### config.mk
export PLATFORM = sky130hd
export DESIGN_NAME = packet_interval_rate_estimator_flat
export DESIGN_NICKNAME = d
export VERILOG_FILES = /design/src/hw/rtl/pire_pkg.sv /design/src/hw/rtl/pire_req_if.sv /design/src/hw/rtl/pire_rsp_if.sv /design/src/hw/rtl/packet_interval_rate_estimator.sv /design/src/hw/rtl/pire_div.sv /design/src/hw/rtl/pire_dp.sv /design/src/hw/rtl/pire_ctrl.sv /design/src/flat_wrapper.sv
export SDC_FILE = /design/constraint.sdc
export NUM_CORES = 2
export LEC_CHECK = 0
export ABC_AREA = 1
export BUFFER_PORTS_ARGS = -buffer_cell sky130_fd_sc_hd__buf_2
export CAP_MARGIN = 0
export CORE_MARGIN = 4
export CORE_UTILIZATION = 64
export DETAILED_ROUTE_END_ITERATION = 12
export PLACE_DENSITY = 0.86
export SLEW_MARGIN = 5
export SYNTH_ARGS = -nofsm -noshare
export SYNTH_HDL_FRONTEND = slang
export SYNTH_SLANG_ARGS = --single-unit
export TNS_END_PERCENT = 30
### constraint.sdc
create_clock -name clock -period 8.5 [get_ports clock]
set_input_delay 0.425 -clock clock [delete_from_list [all_inputs] [get_ports clock]]
set_output_delay 0.425 -clock clock [all_outputs]
set_load 0.03 [all_outputs]
### src/hw/rtl/pire_pkg.sv
// Shared types and constants of the packet interval rate estimator.
// Holds opcodes, fixed field widths, controller states and the command/status structs.
// No dependencies.
`default_nettype none

package pire_pkg;

   // Fixed field widths
   localparam int unsigned OPCODE_W = 2;
   localparam int unsigned TIME_W   = 32;
   localparam int unsigned SEQ_W    = 4;
   localparam int unsigned RATE_W   = 20;

   // Request opcodes
   localparam logic [OPCODE_W-1:0] OP_ARRIVE = 2'd0;
   localparam logic [OPCODE_W-1:0] OP_SEND   = 2'd1;
   localparam logic [OPCODE_W-1:0] OP_QUERY  = 2'd2;

   // Sequence nibbles that mark a probe pair
   localparam logic [SEQ_W-1:0] SEQ_PROBE_START = 4'd0;
   localparam logic [SEQ_W-1:0] SEQ_PROBE_END   = 4'd1;

   // Rate limits and window reset values
   localparam logic [RATE_W-1:0] RATE_SCALE  = 20'd1000000;
   localparam logic [RATE_W-1:0] MIN_SPEED   = 20'd10;
   localparam logic [TIME_W-1:0] ARRIVE_INIT = 32'd1;
   localparam logic [TIME_W-1:0] PROBE_INIT  = 32'd1000;

   typedef enum logic [4:0] {
      ST_IDLE,
      ST_CAND_RD,
      ST_CAND_LD,
      ST_SCAN_RD,
      ST_SCAN_CNT,
      ST_RANK,
      ST_MEDIAN,
      ST_FLT_RD,
      ST_FLT_ACC,
      ST_PREP,
      ST_MEAN_WAIT,
      ST_MEAN_CHK,
      ST_BW_CHK,
      ST_RATE_WAIT,
      ST_NEXT_WIN,
      ST_OUT
   } ctrl_state_type;

   typedef enum logic [4:0] {
      DP_NOP,
      DP_QUERY_INIT,
      DP_CAND_RD,
      DP_CAND_LD,
      DP_SCAN_RD,
      DP_SCAN_CNT,
      DP_RANK,
      DP_MEDIAN,
      DP_FLT_RD,
      DP_FLT_ACC,
      DP_RECV_MIN,
      DP_RECV_MAX,
      DP_BW_SEED,
      DP_BW_MAX,
      DP_DIV_MEAN,
      DP_MEAN_LD,
      DP_DIV_RATE,
      DP_RATE_LD,
      DP_NEXT_WIN,
      DP_RSP_LOAD
   } dp_op_type;

   typedef struct packed {
      logic      arrive;
      logic      send;
      dp_op_type op;
   } dp_cmd_type;

   typedef struct packed {
      logic idx_last;
      logic cand_last;
      logic win_probe;
      logic cnt_small;
      logic sum_zero;
      logic mean_zero;
      logic div_done;
      logic rsp_free;
   } dp_status_type;

endpackage

`default_nettype wire

### src/hw/rtl/pire_req_if.sv
// Request channel of the packet interval rate estimator: valid/ready plus event fields.
// Depends on pire_pkg.
`default_nettype none

interface pire_req_if import pire_pkg::*; ();
   logic                valid;
   logic                ready;
   logic [OPCODE_W-1:0] opcode;
   logic [TIME_W-1:0]   event_time;
   logic [SEQ_W-1:0]    seq_low;

   modport source (output valid, output opcode, output event_time, output seq_low,
                   input ready);
   modport sink   (input valid, input opcode, input event_time, input seq_low,
                   output ready);
endinterface

`default_nettype wire

### src/hw/rtl/pire_rsp_if.sv
// Response channel of the packet interval rate estimator: valid/ready plus estimates.
// Depends on pire_pkg.
`default_nettype none

interface pire_rsp_if import pire_pkg::*; ();
   logic              valid;
   logic              ready;
   logic [RATE_W-1:0] recv_speed;
   logic [RATE_W-1:0] bandwidth;
   logic [RATE_W-1:0] min_send_gap;

   modport source (output valid, output recv_speed, output bandwidth, output min_send_gap,
                   input ready);
   modport sink   (input valid, input recv_speed, input bandwidth, input min_send_gap,
                   output ready);
endinterface

`default_nettype wire

### src/hw/rtl/packet_interval_rate_estimator.sv
// Packet interval rate estimator. Arrival and send requests are taken back to back while
// idle, even while a response waits. A query walks the arrival window and then the probe
// window, finding the median by ranking every entry against every other one (each
// comparison reads its entry through the registered window read port), then filtering and
// dividing on a shared one-bit-per-cycle divider. The divisions are skipped when too few
// arrival samples pass the band or the probe sum is zero, and the walk waits at its end
// while the output register still holds an untaken response. No request is taken during
// the walk. The response is held in an output register.
// Depends on pire_pkg, pire_req_if, pire_rsp_if, pire_ctrl and pire_dp.
`default_nettype none

module packet_interval_rate_estimator import pire_pkg::*; #(
   parameter int unsigned WINDOW_SIZE = 16
) (
   input logic        clock,
   input logic        reset,
   pire_req_if.sink   req_bus,
   pire_rsp_if.source rsp_bus
);

   dp_cmd_type    cmd;
   dp_status_type status;
   logic          req_ready;

   assign req_bus.ready = req_ready;

   pire_ctrl u_ctrl (
      .clock      (clock),
      .reset      (reset),
      .req_valid  (req_bus.valid),
      .req_opcode (req_bus.opcode),
      .status     (status),
      .req_ready  (req_ready),
      .cmd        (cmd)
   );

   pire_dp #(
      .WINDOW_SIZE (WINDOW_SIZE)
   ) u_dp (
      .clock            (clock),
      .reset            (reset),
      .cmd              (cmd),
      .status           (status),
      .req_event_time   (req_bus.event_time),
      .req_seq_low      (req_bus.seq_low),
      .rsp_ready        (rsp_bus.ready),
      .rsp_valid        (rsp_bus.valid),
      .rsp_recv_speed   (rsp_bus.recv_speed),
      .rsp_bandwidth    (rsp_bus.bandwidth),
      .rsp_min_send_gap (rsp_bus.min_send_gap)
   );

endmodule

`default_nettype wire

### src/hw/rtl/pire_div.sv
// Radix-2 restoring divider, one quotient bit per cycle, shared by all query divisions.
// Depends on pire_pkg only through the house import.
`default_nettype none

module pire_div import pire_pkg::*; #(
   parameter int unsigned DIV_W = 39
) (
   input  logic             clock,
   input  logic             reset,
   input  logic             start,
   input  logic [DIV_W-1:0] dividend,
   input  logic [DIV_W-1:0] divisor,
   output logic [DIV_W-1:0] quotient,
   output logic             done
);

   localparam int unsigned STEP_W = $clog2(DIV_W);
   localparam logic [STEP_W-1:0] STEP_LAST = STEP_W'(DIV_W - 1);

   logic              busy_ff;
   logic              done_ff;
   logic [STEP_W-1:0] step_ff;
   logic [DIV_W-1:0]  rem_ff;
   logic [DIV_W-1:0]  quo_ff;
   logic [DIV_W-1:0]  dvs_ff;
   logic [DIV_W:0]    rem_sh;
   logic [DIV_W:0]    diff;

   // Shift in the next dividend bit and trial-subtract
   always_comb begin
      rem_sh = {rem_ff, quo_ff[DIV_W-1]};
      diff   = rem_sh - {1'b0, dvs_ff};
   end

   // Sequence the iterations
   always_ff @(posedge clock) begin
      if (reset) begin
         busy_ff <= 1'b0;
         done_ff <= 1'b0;
         step_ff <= '0;
      end else if (start) begin
         busy_ff <= 1'b1;
         done_ff <= 1'b0;
         step_ff <= '0;
      end else if (busy_ff) begin
         step_ff <= step_ff + 1'b1;
         if (step_ff == STEP_LAST) begin
            busy_ff <= 1'b0;
            done_ff <= 1'b1;
         end
      end
   end

   // Advance remainder and quotient
   always_ff @(posedge clock) begin
      if (start) begin
         rem_ff <= '0;
         quo_ff <= dividend;
         dvs_ff <= divisor;
      end else if (busy_ff) begin
         if (!diff[DIV_W]) begin
            rem_ff <= diff[DIV_W-1:0];
            quo_ff <= {quo_ff[DIV_W-2:0], 1'b1};
         end else begin
            rem_ff <= rem_sh[DIV_W-1:0];
            quo_ff <= {quo_ff[DIV_W-2:0], 1'b0};
         end
      end
   end

   assign quotient = quo_ff;
   assign done     = done_ff;

endmodule

`default_nettype wire

### src/hw/rtl/pire_dp.sv
// Datapath of the packet interval rate estimator: interval windows, rank search,
// band filter, divider and response register. Depends on pire_pkg and pire_div.
`default_nettype none

module pire_dp import pire_pkg::*; #(
   parameter int unsigned WINDOW_SIZE = 16
) (
   input  logic              clock,
   input  logic              reset,
   input  dp_cmd_type        cmd,
   output dp_status_type     status,
   input  logic [TIME_W-1:0] req_event_time,
   input  logic [SEQ_W-1:0]  req_seq_low,
   input  logic              rsp_ready,
   output logic              rsp_valid,
   output logic [RATE_W-1:0] rsp_recv_speed,
   output logic [RATE_W-1:0] rsp_bandwidth,
   output logic [RATE_W-1:0] rsp_min_send_gap
);

   localparam int unsigned IDX_W = $clog2(WINDOW_SIZE);
   localparam int unsigned RNK_W = $clog2(WINDOW_SIZE + 1);
   localparam int unsigned CNT_W = $clog2(WINDOW_SIZE + 2);
   localparam int unsigned SUM_W = TIME_W + CNT_W + 1;
   localparam int unsigned DIV_W = SUM_W + 1;
   localparam logic [IDX_W-1:0] IDX_LAST = IDX_W'(WINDOW_SIZE - 1);
   localparam logic [RNK_W-1:0] RANK_LO  = RNK_W'(WINDOW_SIZE / 2 - 1);
   localparam logic [RNK_W-1:0] RANK_HI  = RNK_W'(WINDOW_SIZE / 2);
   localparam logic [CNT_W-1:0] CNT_HALF = CNT_W'(WINDOW_SIZE / 2);

   // Window storage
   logic [TIME_W-1:0]      arr_mem_ff [WINDOW_SIZE];
   logic [TIME_W-1:0]      prb_mem_ff [WINDOW_SIZE];
   logic [WINDOW_SIZE-1:0] arr_vld_ff;
   logic [WINDOW_SIZE-1:0] prb_vld_ff;
   logic [TIME_W-1:0]      arr_rd_ff;
   logic [TIME_W-1:0]      prb_rd_ff;
   logic                   arr_rv_ff;
   logic                   prb_rv_ff;

   // Event tracking
   logic [IDX_W-1:0]  arr_slot_ff;
   logic [IDX_W-1:0]  prb_slot_ff;
   logic [TIME_W-1:0] last_arr_ff;
   logic [TIME_W-1:0] probe_start_ff;
   logic [TIME_W-1:0] last_sent_ff;
   logic [RATE_W-1:0] min_gap_ff;

   // Query working registers
   logic              win_ff;
   logic [IDX_W-1:0]  i_ff;
   logic [IDX_W-1:0]  j_ff;
   logic [TIME_W-1:0] cand_ff;
   logic [RNK_W-1:0]  lt_ff;
   logic [RNK_W-1:0]  le_ff;
   logic [TIME_W-1:0] lo_ff;
   logic [TIME_W-1:0] hi_ff;
   logic [TIME_W-1:0] med_ff;
   logic [SUM_W-1:0]  sum_ff;
   logic [CNT_W-1:0]  cnt_ff;
   logic [TIME_W-1:0] mean_ff;
   logic [RATE_W-1:0] recv_ff;
   logic [RATE_W-1:0] bw_ff;

   // Response register
   logic              rsp_valid_ff;
   logic [RATE_W-1:0] rsp_recv_ff;
   logic [RATE_W-1:0] rsp_bw_ff;
   logic [RATE_W-1:0] rsp_gap_ff;

   logic [TIME_W-1:0] arr_gap;
   logic [TIME_W-1:0] prb_gap;
   logic [TIME_W-1:0] send_gap;
   logic              probe_end;
   logic [IDX_W-1:0]  rd_addr;
   logic [TIME_W-1:0] rdata;
   logic [TIME_W:0]   med_sum;
   logic [TIME_W+2:0] band_hi;
   logic [TIME_W-1:0] band_lo;
   logic              in_band;
   logic              div_start;
   logic [DIV_W-1:0]  div_num;
   logic [DIV_W-1:0]  div_den;
   logic [DIV_W-1:0]  div_quo;
   logic              div_done;
   logic [DIV_W-1:0]  bw_num;
   logic [DIV_W-1:0]  spd_num;
   logic [RATE_W-1:0] rate_q;

   // Event intervals, modulo 2^32
   always_comb begin
      arr_gap   = req_event_time - last_arr_ff;
      prb_gap   = req_event_time - probe_start_ff;
      send_gap  = req_event_time - last_sent_ff;
      probe_end = (req_seq_low == SEQ_PROBE_END);
   end

   // Track slots, timestamps, valid bits and the minimum send interval
   always_ff @(posedge clock) begin
      if (reset) begin
         arr_vld_ff     <= '0;
         prb_vld_ff     <= '0;
         arr_slot_ff    <= '0;
         prb_slot_ff    <= '0;
         last_arr_ff    <= '0;
         probe_start_ff <= '0;
         last_sent_ff   <= '0;
         min_gap_ff     <= RATE_SCALE;
      end else begin
         if (cmd.arrive) begin
            arr_vld_ff[arr_slot_ff] <= 1'b1;
            arr_slot_ff <= (arr_slot_ff == IDX_LAST) ? '0 : arr_slot_ff + 1'b1;
            last_arr_ff <= req_event_time;
            if (req_seq_low == SEQ_PROBE_START) begin
               probe_start_ff <= req_event_time;
            end else if (probe_end) begin
               prb_vld_ff[prb_slot_ff] <= 1'b1;
               prb_slot_ff <= (prb_slot_ff == IDX_LAST) ? '0 : prb_slot_ff + 1'b1;
            end
         end
         if (cmd.send) begin
            if (send_gap != '0 &&
                send_gap < {{(TIME_W - RATE_W){1'b0}}, min_gap_ff}) begin
               min_gap_ff <= send_gap[RATE_W-1:0];
            end
            last_sent_ff <= req_event_time;
         end
      end
   end

   // Write and read the windows; an unwritten entry reads as its reset value
   assign rd_addr = (cmd.op == DP_CAND_RD) ? i_ff : j_ff;

   always_ff @(posedge clock) begin
      if (cmd.arrive) begin
         arr_mem_ff[arr_slot_ff] <= arr_gap;
         if (probe_end) begin
            prb_mem_ff[prb_slot_ff] <= prb_gap;
         end
      end
      arr_rd_ff <= arr_mem_ff[rd_addr];
      prb_rd_ff <= prb_mem_ff[rd_addr];
      arr_rv_ff <= arr_vld_ff[rd_addr];
      prb_rv_ff <= prb_vld_ff[rd_addr];
   end

   always_comb begin
      if (win_ff) begin
         rdata = prb_rv_ff ? prb_rd_ff : PROBE_INIT;
      end else begin
         rdata = arr_rv_ff ? arr_rd_ff : ARRIVE_INIT;
      end
   end

   // Median and band limits
   always_comb begin
      med_sum = {1'b0, lo_ff} + {1'b0, hi_ff};
      band_hi = {med_ff, 3'b000};
      band_lo = med_ff >> 3;
      in_band = ({3'b000, rdata} < band_hi) && (rdata > band_lo);
   end

   // Division operands and rate clamp
   always_comb begin
      bw_num  = DIV_W'(cnt_ff) * DIV_W'(RATE_SCALE) + DIV_W'(sum_ff) - DIV_W'(1);
      spd_num = DIV_W'(RATE_SCALE) + DIV_W'(mean_ff) - DIV_W'(1);
      div_start = (cmd.op == DP_DIV_MEAN) || (cmd.op == DP_DIV_RATE);
      if (cmd.op == DP_DIV_MEAN) begin
         div_num = DIV_W'(sum_ff);
         div_den = DIV_W'(cnt_ff);
      end else if (win_ff) begin
         div_num = bw_num;
         div_den = DIV_W'(sum_ff);
      end else begin
         div_num = spd_num;
         div_den = DIV_W'(mean_ff);
      end
      rate_q = (div_quo > DIV_W'(RATE_SCALE)) ? RATE_SCALE : div_quo[RATE_W-1:0];
   end

   pire_div #(
      .DIV_W (DIV_W)
   ) u_div (
      .clock    (clock),
      .reset    (reset),
      .start    (div_start),
      .dividend (div_num),
      .divisor  (div_den),
      .quotient (div_quo),
      .done     (div_done)
   );

   // Window select and scan indexes
   always_ff @(posedge clock) begin
      if (reset) begin
         win_ff <= 1'b0;
         i_ff   <= '0;
         j_ff   <= '0;
      end else begin
         case (cmd.op)
            DP_QUERY_INIT: begin
               win_ff <= 1'b0;
               i_ff   <= '0;
            end
            DP_NEXT_WIN: begin
               win_ff <= 1'b1;
               i_ff   <= '0;
            end
            DP_CAND_LD, DP_MEDIAN: begin
               j_ff <= '0;
            end
            DP_SCAN_CNT, DP_FLT_ACC: begin
               if (j_ff != IDX_LAST) begin
                  j_ff <= j_ff + 1'b1;
               end
            end
            DP_RANK: begin
               if (i_ff != IDX_LAST) begin
                  i_ff <= i_ff + 1'b1;
               end
            end
            default: begin
            end
         endcase
      end
   end

   // Rank search, band filter and rate results
   always_ff @(posedge clock) begin
      case (cmd.op)
         DP_CAND_LD: begin
            cand_ff <= rdata;
            lt_ff   <= '0;
            le_ff   <= '0;
         end
         DP_SCAN_CNT: begin
            if (rdata < cand_ff) begin
               lt_ff <= lt_ff + 1'b1;
            end
            if (rdata <= cand_ff) begin
               le_ff <= le_ff + 1'b1;
            end
         end
         DP_RANK: begin
            if (lt_ff <= RANK_LO && RANK_LO < le_ff) begin
               lo_ff <= cand_ff;
            end
            if (lt_ff <= RANK_HI && RANK_HI < le_ff) begin
               hi_ff <= cand_ff;
            end
         end
         DP_MEDIAN: begin
            med_ff <= med_sum[TIME_W:1];
            sum_ff <= '0;
            cnt_ff <= '0;
         end
         DP_FLT_ACC: begin
            if (in_band) begin
               sum_ff <= sum_ff + SUM_W'(rdata);
               cnt_ff <= cnt_ff + 1'b1;
            end
         end
         DP_BW_SEED: begin
            sum_ff <= sum_ff + SUM_W'(med_ff);
            cnt_ff <= cnt_ff + 1'b1;
         end
         DP_RECV_MIN: begin
            recv_ff <= MIN_SPEED;
         end
         DP_RECV_MAX: begin
            recv_ff <= RATE_SCALE;
         end
         DP_BW_MAX: begin
            bw_ff <= RATE_SCALE;
         end
         DP_MEAN_LD: begin
            mean_ff <= div_quo[TIME_W-1:0];
         end
         DP_RATE_LD: begin
            if (win_ff) begin
               bw_ff <= rate_q;
            end else begin
               recv_ff <= (rate_q < MIN_SPEED) ? MIN_SPEED : rate_q;
            end
         end
         default: begin
         end
      endcase
   end

   // Hold the response until the sink takes it
   always_ff @(posedge clock) begin
      if (reset) begin
         rsp_valid_ff <= 1'b0;
      end else if (cmd.op == DP_RSP_LOAD) begin
         rsp_valid_ff <= 1'b1;
      end else if (rsp_ready) begin
         rsp_valid_ff <= 1'b0;
      end
   end

   always_ff @(posedge clock) begin
      if (cmd.op == DP_RSP_LOAD) begin
         rsp_recv_ff <= recv_ff;
         rsp_bw_ff   <= bw_ff;
         rsp_gap_ff  <= min_gap_ff;
      end
   end

   assign rsp_valid        = rsp_valid_ff;
   assign rsp_recv_speed   = rsp_recv_ff;
   assign rsp_bandwidth    = rsp_bw_ff;
   assign rsp_min_send_gap = rsp_gap_ff;

   // Status back to the controller
   always_comb begin
      status.idx_last  = (j_ff == IDX_LAST);
      status.cand_last = (i_ff == IDX_LAST);
      status.win_probe = win_ff;
      status.cnt_small = (cnt_ff <= CNT_HALF);
      status.sum_zero  = (sum_ff == '0);
      status.mean_zero = (mean_ff == '0);
      status.div_done  = div_done;
      status.rsp_free  = !rsp_valid_ff || rsp_ready;
   end

endmodule

`default_nettype wire

### src/hw/rtl/pire_ctrl.sv
// Controller of the packet interval rate estimator: takes requests and sequences
// the query walk over both windows. Depends on pire_pkg.
`default_nettype none

module pire_ctrl import pire_pkg::*; (
   input  logic                clock,
   input  logic                reset,
   input  logic                req_valid,
   input  logic [OPCODE_W-1:0] req_opcode,
   input  dp_status_type       status,
   output logic                req_ready,
   output dp_cmd_type          cmd
);

   ctrl_state_type state_ff;
   ctrl_state_type state_in;

   // State register
   always_ff @(posedge clock) begin
      if (reset) begin
         state_ff <= ST_IDLE;
      end else begin
         state_ff <= state_in;
      end
   end

   // Next state and datapath commands
   always_comb begin
      state_in   = state_ff;
      req_ready  = 1'b0;
      cmd.arrive = 1'b0;
      cmd.send   = 1'b0;
      cmd.op     = DP_NOP;
      case (state_ff)
         ST_IDLE: begin
            req_ready = 1'b1;
            if (req_valid) begin
               case (req_opcode)
                  OP_ARRIVE: cmd.arrive = 1'b1;
                  OP_SEND:   cmd.send   = 1'b1;
                  OP_QUERY: begin
                     cmd.op   = DP_QUERY_INIT;
                     state_in = ST_CAND_RD;
                  end
                  default: begin
                  end
               endcase
            end
         end
         ST_CAND_RD: begin
            cmd.op   = DP_CAND_RD;
            state_in = ST_CAND_LD;
         end
         ST_CAND_LD: begin
            cmd.op   = DP_CAND_LD;
            state_in = ST_SCAN_RD;
         end
         ST_SCAN_RD: begin
            cmd.op   = DP_SCAN_RD;
            state_in = ST_SCAN_CNT;
         end
         ST_SCAN_CNT: begin
            cmd.op   = DP_SCAN_CNT;
            state_in = status.idx_last ? ST_RANK : ST_SCAN_RD;
         end
         ST_RANK: begin
            cmd.op   = DP_RANK;
            state_in = status.cand_last ? ST_MEDIAN : ST_CAND_RD;
         end
         ST_MEDIAN: begin
            cmd.op   = DP_MEDIAN;
            state_in = ST_FLT_RD;
         end
         ST_FLT_RD: begin
            cmd.op   = DP_FLT_RD;
            state_in = ST_FLT_ACC;
         end
         ST_FLT_ACC: begin
            cmd.op   = DP_FLT_ACC;
            state_in = status.idx_last ? ST_PREP : ST_FLT_RD;
         end
         ST_PREP: begin
            if (status.win_probe) begin
               cmd.op   = DP_BW_SEED;
               state_in = ST_BW_CHK;
            end else if (status.cnt_small) begin
               cmd.op   = DP_RECV_MIN;
               state_in = ST_NEXT_WIN;
            end else begin
               cmd.op   = DP_DIV_MEAN;
               state_in = ST_MEAN_WAIT;
            end
         end
         ST_MEAN_WAIT: begin
            if (status.div_done) begin
               cmd.op   = DP_MEAN_LD;
               state_in = ST_MEAN_CHK;
            end
         end
         ST_MEAN_CHK: begin
            if (status.mean_zero) begin
               cmd.op   = DP_RECV_MAX;
               state_in = ST_NEXT_WIN;
            end else begin
               cmd.op   = DP_DIV_RATE;
               state_in = ST_RATE_WAIT;
            end
         end
         ST_BW_CHK: begin
            if (status.sum_zero) begin
               cmd.op   = DP_BW_MAX;
               state_in = ST_OUT;
            end else begin
               cmd.op   = DP_DIV_RATE;
               state_in = ST_RATE_WAIT;
            end
         end
         ST_RATE_WAIT: begin
            if (status.div_done) begin
               cmd.op   = DP_RATE_LD;
               state_in = status.win_probe ? ST_OUT : ST_NEXT_WIN;
            end
         end
         ST_NEXT_WIN: begin
            cmd.op   = DP_NEXT_WIN;
            state_in = ST_CAND_RD;
         end
         ST_OUT: begin
            if (status.rsp_free) begin
               cmd.op   = DP_RSP_LOAD;
               state_in = ST_IDLE;
            end
         end
         default: begin
            state_in = ST_IDLE;
         end
      endcase
   end

endmodule

`default_nettype wire
### src/flat_wrapper.sv
// flat-port wrapper written by rule: the top's interface ports become plain ports
module packet_interval_rate_estimator_flat import pire_pkg::*;
#(
   parameter int unsigned WINDOW_SIZE = 16
)
  (clock, reset, req_bus_valid, req_bus_opcode, req_bus_event_time, req_bus_seq_low, req_bus_ready, rsp_bus_valid, rsp_bus_recv_speed, rsp_bus_bandwidth, rsp_bus_min_send_gap, rsp_bus_ready);
  pire_req_if req_bus_i ();
  pire_rsp_if rsp_bus_i ();
  input logic clock;
  input logic reset;
  input wire logic [$bits(req_bus_i.valid)-1:0] req_bus_valid;
  input wire logic [$bits(req_bus_i.opcode)-1:0] req_bus_opcode;
  input wire logic [$bits(req_bus_i.event_time)-1:0] req_bus_event_time;
  input wire logic [$bits(req_bus_i.seq_low)-1:0] req_bus_seq_low;
  output wire logic [$bits(req_bus_i.ready)-1:0] req_bus_ready;
  output wire logic [$bits(rsp_bus_i.valid)-1:0] rsp_bus_valid;
  output wire logic [$bits(rsp_bus_i.recv_speed)-1:0] rsp_bus_recv_speed;
  output wire logic [$bits(rsp_bus_i.bandwidth)-1:0] rsp_bus_bandwidth;
  output wire logic [$bits(rsp_bus_i.min_send_gap)-1:0] rsp_bus_min_send_gap;
  input wire logic [$bits(rsp_bus_i.ready)-1:0] rsp_bus_ready;
  assign req_bus_i.valid = req_bus_valid;
  assign req_bus_i.opcode = req_bus_opcode;
  assign req_bus_i.event_time = req_bus_event_time;
  assign req_bus_i.seq_low = req_bus_seq_low;
  assign req_bus_ready = req_bus_i.ready;
  assign rsp_bus_valid = rsp_bus_i.valid;
  assign rsp_bus_recv_speed = rsp_bus_i.recv_speed;
  assign rsp_bus_bandwidth = rsp_bus_i.bandwidth;
  assign rsp_bus_min_send_gap = rsp_bus_i.min_send_gap;
  assign rsp_bus_i.ready = rsp_bus_ready;
  packet_interval_rate_estimator #(.WINDOW_SIZE(WINDOW_SIZE)) u_core (.clock(clock), .reset(reset), .req_bus(req_bus_i), .rsp_bus(rsp_bus_i));
endmodule
==> run summary <==
Status -> completed
Worst skew pair latency -> 0.83 ns
RSZ-0062 raised after global routing -> no
Setup tns final -> 0 ns
Initial DRC count -> 9,574
Drt first pass iters -> 10
Relative slew slack -> 6.55%
YS warnings -> 0
Max frequency -> 162 MHz
Die height -> 371 µm
Minimum clock period -> 6.16 ns
RD Place Congestion -> 0.987
Dpl hpwl -> 154,000 µm
Pre-CTS worst setup slack -> 2.56 ns
Crit path capture -> u_core.u_dp.sum_ff[30]
CP Capture Type -> flip-flop
Post-route setup slack -> 2.34 ns
Placed Cells -> 10,100
Worst r2r src -> u_core.u_dp.sum_ff[26]
PD cells -> 194 mW/mm²
Core area -> 0.130 mm²
Root Buffer -> clkbuf_16
Layout area overhead -> 9.87%
Switch Pwr -> 4.18 mW
Gate power share -> 6.6%
Diodes inserted -> 0
Syn_nets -> 9,006
Least-Margin Pin Slew -> 1.40 ns
Arrival time worst endpoint -> 6.66 ns
Simple-Gate Fraction of Synth Area -> 13.9%
First-pass GRT wire length -> 370,000 µm
Finished Layout Cells -> 10,500
Total power -> 17.9 mW
Post-route ant nets -> 0
Max Cap Viol -> 0
Top_reg_cell synth -> edfxtp_1
Max IR drop VDD -> 0.236 mV
Number of vias per cell -> 6.39
Synthesized flop and latch total -> 1,697
Final-report setup violation count -> 0
Synth Area in Compound Gates -> 14.4%
Post-synth EDFFs -> 1,414
Die area -> 0.137 mm²
Drt drc -> 0
Asr flop ratio synth -> 0%
Final Hold Fails -> 0
Final core occ -> 71.1%
Worst Hold Class -> input pin to flip-flop
CP startpoint -> u_core.u_dp.sum_ff[26]
Post-synthesis cell area -> 0.0841 mm²
CTS tree -> done
Adder and majority gate portion of the synthesized area -> 6.53%
Type of the worst setup path -> flip-flop to flip-flop
Routed len/inst -> 23.3 µm
Longest Clk Path Bufs -> 3
Clock network power share -> 41.8%
Share of cells above drive strength 1 -> 6.65%
Fraction of the cycle the final worst path needs -> 72.5%
Worst-path clk slew -> 0.07 ns
Post-synthesis sequential area ratio -> 57.2%
Worst r2r dst -> u_core.u_dp.sum_ff[30]
Antenna violations before repair -> 3
Number of global-route vias before repair -> 65,500
Worst Skew -> 0.0570 ns
P_leak -> 36.4 nW
Post-synthesis mux area share -> 0.0119%
Clk sinks -> 1,697
Starting Density -> 64.7%
Via Count -> 67,000
Total Nets Final -> 9,068
Max Fanout on Critical Path -> 59
Total grt overflow -> 0
Boundary Pins -> 104
Cell row count -> 132
Flop2flop setup slack -> 2.34 ns
Die W -> 371 µm
Total track usage -> 34.9%
Gate Count Post-Synth -> 8,533
Post-CTS Setup Bufs -> 0
# hold bufs at CTS -> 30
Sw Share -> 23.3%
Xor/xnor cell area share of the yosys netlist -> 2.00%
Worst setup SP type -> flip-flop
Fill cells -> 8,703
Largest family of logic cells by synthesized area -> compound AO/OA/AOI/OAI gates
CTS buffer count -> 165
PortBufs -> 103
Post-cts resize count -> 0
Sequential share of power -> 51.6%
Internal -> 13.7 mW
Cell depth of the worst flop-to-flop path -> 24
WP data required -> 9.00 ns
Largest net degree at the start of global routing -> 210
Slew Limit Fails -> 0
Synth unique cells -> 68
Final wirelength -> 244,000 µm
Syn_area_per_cell -> 9.86 µm²
H-tree depth -> 4
==> stage by stage <==
step | hold WS, ns | cell area (µm²)
final | 0.0571 | 92400
after floorplan | 0.400 | 84100
after global routing | 0.0228 | 92400
after detailed placement | 0.405 | 86500
after global placement | 0.403 | 86500
after CTS | 0.00220 | 92400
==> power groups by stage <==
stage / Sequential, mW / Clock (mW) / Combinational (mW)
2_1_floorplan: 9.41 / 0 / 0.718
3_3_place_gp: 9.42 / 0 / 1.08
3_5_place_dp: 9.43 / 0 / 1.11
4_1_cts: 9.25 / 7.48 / 1.14
5_1_grt: 9.25 / 7.86 / 1.28
6_report: 9.25 / 7.48 / 1.18
==> per-layer routing <==
metal	part of all wire [%]	track usage (%)
met2	47	57.8
met3	11	6.18
met4	6.7	20.5
met1	35	43.2
met5	0.013	0
==> cell usage after synthesis (13+ instances only) <==
cell	n	area [µm²]
o21bai_1	34	255
xor2_1	142	1240
a21o_1	19	143
a22o_1	25	219
o21a_1	31	233
nor3_1	92	460
a21oi_1	519	2600
o21ai_0	909	4550
xnor2_1	50	438
buf_2	62	310
inv_2	27	101
buf_1	13	48.8
o22ai_1	83	519
o21ai_1	32	160
ha_1	418	5230
nor2_1	1103	4140
nand4_1	67	419
fa_1	13	260
a31oi_1	32	200
o221ai_1	195	1710
nor4_1	26	163
o211ai_1	137	1030
nand3_1	299	1500
edfxtp_1	1414	42500
or2_2	17	106
inv_1	949	3560
clkbuf_1	239	897
nand2_1	1176	4410
dfxtp_1	283	5670
nand3b_1	14	105
==> sequential cells by signal, summed over array words and instances, names as in the netlist, 38 cells and up <==
register,flops
u_core.u_dp.arr_mem_ff,512
u_core.u_dp.prb_mem_ff,512
u_core.u_dp.sum_ff,38
u_core.u_dp.u_div.dvs_ff,38
u_core.u_dp.u_div.quotient,39
u_core.u_dp.u_div.rem_ff,39
==> cell families after synthesis <==
family,Yosys count
xor+xnor,192
buf+inv,1305
flops,1697
mux,1
fa+ha+maj,431
compound gates,2072
simple gates,2835
==> final cells by class <==
type	count	area [µm²]	share of cell area (%)
flip-flops and latches	1697	48100	52.1
well taps	1742	2180	2.36
clock inverters	80	956	1.03
multi-input cells	5531	31300	33.9
repair buffers	223	1540	1.67
clock buffers	230	4580	4.96
inverters	977	3690	3.99
==> worst max-delay path: stages, from the launching register on <==
cell	delay (ns)
edfxtp_1	0.54
inv_1	0.15
ha_1	0.16
nand4_1	0.22
nor4_1	0.59
nand3_1	0.38
nand2_1	0.22
nand3_2	0.20
buf_4	0.34
nor2_1	0.15
a21oi_1	0.06
ha_1	0.29
fa_1	0.41
nand2_1	0.09
inv_1	0.05
o21ai_0	0.16
nand2_1	0.12
a21boi_0	0.48
o21ai_0	0.28
a21oi_1	0.34
o21ai_0	0.26
nand3_1	0.18
nand2_1	0.07
nand2_1	0.07
a21oi_1	0.06
==> placed cells by master (no fill, tap or decap), types with 50 or more instances in the layout <==
master | netlist | final
nor3_1 | 92 | 91
clkbuf_16 | 0 | 166
buf_4 | 8 | 86
nor2_1 | 1103 | 1067
o221ai_1 | 195 | 195
xnor2_1 | 50 | 50
buf_2 | 62 | 103
nand3_1 | 299 | 297
xor2_1 | 142 | 136
dfxtp_1 | 283 | 282
nand4_1 | 67 | 67
inv_1 | 949 | 947
nand2_1 | 1176 | 1173
edfxtp_1 | 1414 | 1414
o211ai_1 | 137 | 137
ha_1 | 418 | 418
o21ai_0 | 909 | 907
o22ai_1 | 83 | 83
a21oi_1 | 519 | 517
==> how the worst min path moves through the flow <==
stage / from / endpoint / slack [ns] / cells after the start
after floorplan: u_core.u_dp.bw_ff[0] / u_core.u_dp.rsp_bandwidth[0] / 0.40 / 0
after global placement: u_core.u_dp.bw_ff[4] / u_core.u_dp.rsp_bandwidth[4] / 0.40 / 0
after detailed placement: u_core.u_dp.bw_ff[8] / u_core.u_dp.rsp_bandwidth[8] / 0.40 / 0
after CTS: req_bus_event_time[2] / u_core.u_dp.probe_start_ff[2] / 0.002 / 3
after global routing: req_bus_event_time[2] / u_core.u_dp.probe_start_ff[2] / 0.02 / 3
final: req_bus_event_time[2] / u_core.u_dp.probe_start_ff[2] / 0.06 / 3
Note: power is estimated with default switching activity, not from simulation.
